File: config.mk
export PLATFORM = sky130hd
export DESIGN_NAME = sorted_priority_queue
export DESIGN_NICKNAME = d
export VERILOG_FILES = /design/src/rtl/spq_pkg.sv /design/src/rtl/sorted_priority_queue.sv /design/src/rtl/spq_cell.sv
export SDC_FILE = /design/constraint.sdc
export NUM_CORES = 2
export LEC_CHECK = 0
export BUFFER_PORTS_ARGS = -buffer_cell sky130_fd_sc_hd__buf_2
export CORE_MARGIN = 10
export CORE_UTILIZATION = 55
export DETAILED_ROUTE_END_ITERATION = 12
export PLACE_DENSITY = 0.75
export SETUP_SLACK_MARGIN = 0.15
export SLEW_MARGIN = 15
export SYNTH_ARGS = -nofsm -noshare
export SYNTH_HDL_FRONTEND = slang
export SYNTH_SLANG_ARGS = --single-unit
File: constraint.sdc
create_clock -name clk -period 6.44 [get_ports clk]
set_input_delay 0 -clock clk [delete_from_list [all_inputs] [get_ports clk]]
set_output_delay 0 -clock clk [all_outputs]
set_load 0.005 [all_outputs]
File: src/rtl/spq_pkg.sv
// shared types and constants for the sorted priority queue
package spq_pkg;

  localparam int unsigned QueueDepthDefault = 16;
  localparam int unsigned ValueW            = 32;
  localparam int unsigned CountOutW         = 5;

  // request codes
  typedef enum logic {
    REQ_ENQUEUE = 1'b0,
    REQ_DEQUEUE = 1'b1
  } req_t;

  // result status codes
  typedef enum logic [1:0] {
    STATUS_OK    = 2'd0,
    STATUS_FULL  = 2'd1,
    STATUS_EMPTY = 2'd2
  } status_t;

  // per-cycle command broadcast to every cell
  typedef struct packed {
    logic insert;
    logic remove;
  } cell_cmd_t;

endpackage

File: src/rtl/sorted_priority_queue.sv
// sorted priority queue top level: cell chain, entry count and result register
// result: the result of an accepted request is registered at the clock edge that accepts it
// throughput: one request per cycle when not stalled; every cell compares against the new value
// in parallel and moves by one place, so the rate is set by the single compare in each cell
// reset clears the entry count and the result valid flag; cell contents stay unknown
// until written, and only occupied cells are ever read
module sorted_priority_queue #(
  parameter int unsigned QueueDepth = spq_pkg::QueueDepthDefault
) (
  input  logic                                clk,
  input  logic                                rst,
  // request channel
  input  logic                                in_valid,
  output logic                                in_stall,
  input  logic                                req_type,
  input  logic signed [spq_pkg::ValueW-1:0]   value,
  // result channel
  output logic                                out_valid,
  input  logic                                out_stall,
  output logic [1:0]                          status,
  output logic signed [spq_pkg::ValueW-1:0]   removed_value,
  output logic [spq_pkg::CountOutW-1:0]       entry_count,
  output logic                                is_empty,
  output logic                                is_full
);
  import spq_pkg::*;

  localparam int unsigned CountW = $clog2(QueueDepth + 1);

  // number of held entries
  logic [CountW-1:0]        count;
  logic [CountW-1:0]        count_next;

  // chain signals
  logic signed [ValueW-1:0] cell_value [QueueDepth];
  logic [QueueDepth-1:0]    cell_ge;
  logic [QueueDepth-1:0]    cell_occupied;

  logic                     accept;
  logic                     full_now;
  logic                     empty_now;
  cell_cmd_t                cmd;
  status_t                  status_next;
  logic signed [ValueW-1:0] removed_next;

  // the result register frees up in the same cycle its transfer completes
  assign in_stall = out_valid && out_stall;
  assign accept   = in_valid && !in_stall;

  assign full_now  = (count == CountW'(QueueDepth));
  assign empty_now = (count == '0);

  // decode the request into a chain command; rejected requests leave the chain alone
  always_comb begin
    cmd          = '0;
    status_next  = STATUS_OK;
    removed_next = '0;
    count_next   = count;
    unique case (req_t'(req_type))
      REQ_ENQUEUE: begin
        if (full_now) begin
          status_next = STATUS_FULL;
        end else begin
          cmd.insert = accept;
          count_next = count + 1'b1;
        end
      end
      REQ_DEQUEUE: begin
        if (empty_now) begin
          status_next = STATUS_EMPTY;
        end else begin
          cmd.remove   = accept;
          removed_next = cell_value[0];
          count_next   = count - 1'b1;
        end
      end
      default: begin
        status_next = STATUS_OK;
      end
    endcase
  end

  // the cell chain: cell 0 holds the largest entry
  for (genvar i = 0; i < QueueDepth; i++) begin : g_cell
    logic                     left_ge;
    logic signed [ValueW-1:0] left_value;
    logic signed [ValueW-1:0] right_value;

    assign cell_occupied[i] = (count > CountW'(i));

    if (i == 0) begin : g_head
      // nothing sits left of the head, so a new value lands here unless it is beaten
      assign left_ge    = 1'b1;
      assign left_value = value;
    end else begin : g_body
      assign left_ge    = cell_ge[i-1];
      assign left_value = cell_value[i-1];
    end

    if (i == QueueDepth - 1) begin : g_tail
      // tail keeps its own entry on a removal; it is unoccupied afterward anyway
      assign right_value = cell_value[i];
    end else begin : g_inner
      assign right_value = cell_value[i+1];
    end

    spq_cell u_cell (
      .clk         (clk),
      .cmd         (cmd),
      .occupied    (cell_occupied[i]),
      .new_value   (value),
      .left_ge     (left_ge),
      .left_value  (left_value),
      .right_value (right_value),
      .ge          (cell_ge[i]),
      .value       (cell_value[i])
    );
  end

  // entry count and result register
  always_ff @(posedge clk) begin
    if (rst) begin
      count     <= '0;
      out_valid <= 1'b0;
    end else begin
      if (accept) begin
        count     <= count_next;
        out_valid <= 1'b1;
      end else if (!out_stall) begin
        out_valid <= 1'b0;
      end
    end
  end

  // result payload, loaded only on an accepted request
  always_ff @(posedge clk) begin
    if (accept) begin
      status        <= status_next;
      removed_value <= removed_next;
      entry_count   <= CountOutW'(count_next);
      is_empty      <= (count_next == '0);
      is_full       <= (count_next == CountW'(QueueDepth));
    end
  end

endmodule

File: src/rtl/spq_cell.sv
// one storage cell of the sorted chain: holds one entry and talks to its neighbors
module spq_cell (
  input  logic                           clk,
  input  spq_pkg::cell_cmd_t             cmd,
  input  logic                           occupied,
  input  logic signed [spq_pkg::ValueW-1:0] new_value,
  input  logic                           left_ge,
  input  logic signed [spq_pkg::ValueW-1:0] left_value,
  input  logic signed [spq_pkg::ValueW-1:0] right_value,
  output logic                           ge,
  output logic signed [spq_pkg::ValueW-1:0] value
);
  import spq_pkg::*;

  logic signed [ValueW-1:0] value_next;

  // held entry is at least the new value; true over a prefix of the chain
  assign ge = occupied && (value >= new_value);

  always_comb begin
    value_next = value;
    priority if (cmd.insert) begin
      if (ge) begin
        value_next = value;
      end else if (left_ge) begin
        value_next = new_value;
      end else begin
        value_next = left_value;
      end
    end else if (cmd.remove) begin
      value_next = right_value;
    end else begin
      // no command this cycle: hold
      value_next = value;
    end
  end

  always_ff @(posedge clk) begin
    value <= value_next;
  end

endmodule

Word-level counts from Yosys, hierarchy flattened
Index checks and enable logic that the tools add are counted.
W data, S select, Z words.
{"block": "word_totals", "reg_bits": 559, "in_bits": 37, "output_inout_bits": 43}
{"block": "op_classes", "addsub": 2, "n_lt_le_gt_ge": 32, "eq_ne": 18, "mux": 72, "n_bitwise": 2, "reduce_logical": 39}
{"op": "$mux W32", "count": 60}
{"op": "$ge A32 B32 Y1", "count": 16}
{"op": "$gt A5 B4 Y1 const B", "count": 8}
{"op": "$reduce_and A2 Y1", "count": 16}
{"op": "$ne A2 B2 Y1 const B", "count": 15}
{"op": "$gt A5 B3 Y1 const B", "count": 4}
{"op": "$logic_and A1 B1 Y1", "count": 18}
{"op": "$eq A5 B5 Y1 const B", "count": 2}
{"op": "$gt A5 B1 Y1 const B", "count": 2}
{"op": "$gt A5 B2 Y1 const B", "count": 2}
{"op": "$logic_not A5 Y1", "count": 2}
{"op": "$mux W5", "count": 2}
{"op": "$pmux W5 S2", "count": 1}
{"op": "$mux W1", "count": 7}
{"op": "$add A5 B1 Y5 const B", "count": 1}
{"op": "$sub A5 B1 Y5 const B", "count": 1}
{"op": "$pmux W2 S2", "count": 1}
{"op": "$mux W2", "count": 1}
{"op": "$ne A2 B1 Y1 const B", "count": 1}
{"op": "$not A1 Y1", "count": 2}
{"op": "$reduce_bool A2 Y1", "count": 1}
{"op": "$reduce_or A2 Y1", "count": 1}
{"op": "$logic_not A1 Y1", "count": 1}

Depth between registers and ports, before layout
{"block": "logic_depth", "word_depth": 7, "depth_mapped": 13}

By module
From an unflattened synthesis, not the netlist that was laid out.
{"block": "hier_totals", "hier_cells": 4301, "hier_area_um2": 41897.7}
{"module": "spq_cell", "instances": 16, "cells_each": 257, "area_each_um2": 2477.4, "seq_area_each_um2": 960.9}
{"module": "sorted_priority_queue", "instances": 1, "cells_each": 189, "area_each_um2": 2259.7, "seq_area_each_um2": 1351.3}

Least setup slack after synthesis
Ideal clock, no wire load.
{"block": "synth_timing", "kind": "input-to-reg", "startpoint": "input value[31] in the netlist's numbering", "endpoint": "register g_cell[12].u_cell.value[0] in the netlist's numbering (enable)", "setup_time_ns": 0.466, "arrival_time_ns": 4.391, "path_slack_ns": 1.583, "stages": 11, "cell_sequence": "clkbuf_1 > inv_1 > ha_1 > nand4_1 > nor3_1 > nand2_1 > and3_1 > a32oi_1 > nand2_1 > buf_2 > o21ai_0"}
{"block": "synth_between", "elab_chain_cells": 4}
{"element": "start: declaration", "line": "sorted_priority_queue.sv:16", "rtl": "input logic signed [spq_pkg::ValueW-1:0] value,"}
{"element": "$ge A32 B32 Y1", "line": "spq_cell.sv:18", "rtl": "assign ge = occupied && (value >= new_value);"}
{"element": "$logic_and A1 B1 Y1", "line": "spq_cell.sv:18"}
{"element": "$ne A2 B2 Y1 (no line)"}
{"element": "$reduce_and A2 Y1 (no line)"}
{"element": "end signal: assignment", "line": "spq_cell.sv:39", "rtl": "value <= value_next;"}
{"element": "end: declaration", "line": "spq_cell.sv:11", "rtl": "output logic signed [spq_pkg::ValueW-1:0] value"}
Every way passes these cells.
A chain may end at the register's enable or synchronous reset.

Worst setup path in the final report
{"block": "layout_timing", "startpoint": "register count[0]", "endpoint": "register g_cell[10].u_cell.value[25] in the netlist's numbering (enable)"}
{"block": "layout_between", "elab_chain_cells": 5, "elab_cells_between_ends": 11, "classes_between": "order compare (1); eq/ne (2); mux (4); reduce/logical (4)"}
{"element": "start: declaration", "line": "sorted_priority_queue.sv:31", "rtl": "logic [CountW-1:0] count;"}
{"element": "start signal: assignment", "line": "sorted_priority_queue.sv:127", "rtl": "count <= count_next;"}
{"element": "branches (longest 4 deep; another with $gt A5 B4 Y1)"}
{"element": "$reduce_and A2 Y1 (no line) *"}
{"element": "end signal: assignment", "line": "spq_cell.sv:39"}
{"element": "end: declaration", "line": "spq_cell.sv:11"}
Mark *: on every way between the ends.

==> flow_summary.toml <==
[power]
p_switching_uw = 3890
pwr-share-comb_pct = 27.3
leakage_uw = 0.0192
sequentialPowerShare_pct = 43.2
switching_share_pct = 32.9
cellInternalPower_uw = 7940
finalPower_uw = 11800
power.density_nw_per_um2 = 278
peakVddDrop_mv = 0.257
clock_share_of_power_pct = 29.5

[yosys]
number_of_enable_flip_flop_cells_after_synthesis = 553
synthAdderAreaFrac_pct = 16.5
asyncSetResetFlopFracSynth_pct = 0
dominantRegCellSynth = "sky130_fd_sc_hd__edfxtp_1"
synth_top_family_by_area = "adder cells"
synthDistinctLibCells = 66
parity_gate_share_of_the_synthesized_area_counting_xor_and_xnor_cells_pct = 0.0669
synth_fp_nets = 4279
synth_area_sq_um = 39300
synth.avg_cell_area_sq_um = 10.5
synthSimpleGateAreaFrac_pct = 11.7
yosys-mux-area-fraction_pct = 12.1
synth_warnings = 0
synth_cells = 3725
area_fraction_in_compound_gates_after_synthesis_pct = 13.4
synth.yosys.seq_area_share_pct = 42.6
synth_seq_cells = 559

[die]
rows = 97
coreArea_sq_um = 70400
fp.dieH_microns = 287
fp.dieW_microns = 287
area_enclosed_by_the_die_boundary_sq_um = 82500
num_io_pins = 80
start_util_pct = 55.8

[worst_setup_path]
critPathSlowestCell = "sky130_fd_sc_hd__nand2_1"
critical_path_start_end_classification = "register to register"
critPathBufInv = 3
critical_path.cell_chain = "inv_1 -> ha_1 -> nor3b_2 -> a21oi_2 -> buf_4 -> nand2_1 -> nand2_1 -> buf_4"
worstSetupEndpointType = "register"
max_stage_delay_ns = 1.01
r2r_slack_ns = 1.88
crit_path_start_kind = "register"
critical-path-top-delay-family = "simple AND/OR/NAND/NOR gates"
critPathMaxFanout = 33
worstPathArrival_ns = 4.87
required_ns = 6.75

[clocking]
cts.htree.levels = 2
max-clock-path-buffers = 3
clock-sinks = 559
cts_root_buffer = "sky130_fd_sc_hd__clkbuf_16"
ctsResizeCount = 0
tritoncts = "done"
cts_made_buffers = 60
path_clk_slew_ns = 0.06
clock_latency_ns = 0.65

[route]
ant_nets = 0
avgRoutedWirePerCell_microns = 22.1
via_count = 30196
avgViaCountPerCell = 6.35
totalWireLength_mm = 105
drt_iter0_drc = 2839
drc = 0
drtPass1Iterations = 6

[timing]
final.setup.tns_ns = 0
clock_skew_ns = 0.0233
timing.max_slew.rel_slack_pct = 15.8
worst-slew-pin-transition_ns = 1.26
hold_viol_final = 0
unrepaired_setup_endpoints_after_global_routing = "false"
finalSetupViolations = 0
max_slew_violations = 0
final_min_period_over_clock_period_pct = 70.8
fmax_mhz = 219
finalCriticalPeriod_ns = 4.56

[run_status]
result_of_the_run = "complete, no violations"

[grt]
antenna_found_initial = 0
grt_most_used_layer = "met2"
residual_overflow_from_global_routing = 0
grt_use_total_pct = 24.9
grt_pass1_wl_mm = 166
grt_pass1_vias = 29925
largest_net_degree_at_the_start_of_global_routing = 252
use_met3_pct = 3.71
use_met1_pct = 34.1
met2_track_usage_gr_pct = 40.6

[cells_and_area]
layout-drive-gt1-share_pct = 7.47
filler_cell_count = 5901
most_frequent_cells_in_the_layout = "sky130_fd_sc_hd__nand2_1 (589), sky130_fd_sc_hd__edfxtp_1 (553), sky130_fd_sc_hd__ha_1 (517), sky130_fd_sc_hd__mux2i_1 (436), sky130_fd_sc_hd__o21ai_1 (260)"
multi_input_area_sq_um = 21200
area.sequential_sq_um = 16700
layout.nets = 4320
finish.utilization_pct = 60.4
mostFrequentLayoutCell = "sky130_fd_sc_hd__nand2_1"
area_growth_pct = 8.17

[placement]
buffer_ports.inserted = 79
dp_hpwl_mm = 76.9
routability_congestion = 0.890

[run]
drv.max_cap_violation_count = 0

[hold_path]
hold_class = "input pin to register"
==> registers in the layout, summed over array words and instances, names as in the netlist <==
signal,flops
count,5
entry_count,5
g_cell.u_cell.value,512
is_empty,1
is_full,1
out_valid,1
removed_value,32
status,2
==> layer usage <==
metal / routed length [microns] / vias up / share of wire (%)
li1: - / 14252 / -
met1: 46400 / 14667 / 44
met2: 49100 / 1092 / 47
met3: 7490 / 185 / 7.1
met4: 2370 / 0 / 2.2
met5: 0 / - / 0
==> metrics by stage <==
stage                     cells  instance area [sq um]  setup slack (ns)  hold slack, ns
after floorplan            3725                  39300              1.58          0.0724
after CTS                  4755                  42500              1.97          0.0776
after global routing       4755                  42500              1.63           0.145
after detailed placement   4607                  40200              1.89           0.236
after global placement     4607                  40200              1.98           0.223
final                      4756                  42500              1.88           0.109
==> path summary, 6_finish.rpt <==
check,from,to,cells past startpoint
setup / recovery,count[0],g_cell[10].u_cell.value[25],8
hold / removal,value[0],g_cell[13].u_cell.value[0],3
setup reg to reg,count[0],g_cell[10].u_cell.value[25],8
hold reg to reg,g_cell[15].u_cell.value[21],g_cell[14].u_cell.value[21],2
==> power groups by stage <==
stage	Sequential, uW	Clock [uW]	Combinational, uW
2_1_floorplan	5020	0	2430
3_3_place_gp	5170	0	3030
3_5_place_dp	5170	0	3140
4_1_cts	5100	3520	3180
5_1_grt	5160	3650	3600
6_report	5110	3490	3230
==> synth_stat cells, drive strengths merged, types with 2 or more instances <==
library cell     n  area share (%)
edfxtp         553              42
o31a             3           0.067
mux2            33            0.95
a31oi            4           0.064
inv             59            0.56
nand2b           8            0.13
a32o             9            0.23
xnor2            3           0.067
nand3           74            0.94
or4              4           0.076
o22ai           10            0.16
a2111oi         10            0.22
buf             90             1.9
nand2          590             5.6
or2              2           0.032
or4b             6            0.15
nor3            20            0.25
clkdlybuf4s50    2           0.057
o311a            2           0.051
nor2            66            0.80
dfxtp            6            0.31
a22oi            5           0.096
o21ai          520             6.6
and2            33            0.53
a21o            66             1.3
o21a            14            0.27
a211oi          22            0.42
nor2b           27            0.45
and4             6            0.13
nand4          113             1.8
nor3b           11            0.22
ha             517              16
o2bb2ai          5            0.11
clkbuf         108             1.3
o221ai          13            0.29
a221oi          16            0.36
a22o             3           0.067
o211ai          17            0.34
mux2i          436              11
a21boi           5           0.096
a21oi          194             2.5
nor4            25            0.40
and3             4           0.064
==> kinds of logic after synthesis <==
group           after synthesis
fa+ha+maj                   517
compound gates              926
simple gates                992
buf+inv                     259
flops                       559
mux                         469
xor+xnor                      3
==> worst register-to-register path: stages (launching register included) <==
cell and delay (ns):
sky130_fd_sc_hd__dfxtp_1 0.64, sky130_fd_sc_hd__inv_1 0.30, sky130_fd_sc_hd__ha_1 0.32, sky130_fd_sc_hd__nor3b_2 0.21, sky130_fd_sc_hd__a21oi_2 0.18, sky130_fd_sc_hd__buf_4 0.32, sky130_fd_sc_hd__nand2_1 0.83, sky130_fd_sc_hd__nand2_1 1.02
sky130_fd_sc_hd__buf_4 0.40
==> cell type report <==
cell class                 count  area share [%]
multi-input combinational   2907            49.8
sequential                   559            39.4
clock buffer                  75            3.72
timing repair buffer         179            3.03
tap                          940            2.77
clock inverter                36           0.783
inverter                      59           0.521
antenna                        1         0.00589
==> timing repair <==
item	4_1_cts	5_1_grt
hold buffers	37	0
setup buffers	0	0
hold endpoints to repair	302	0
No activity file was read; power rests on OpenSTA's default activity.
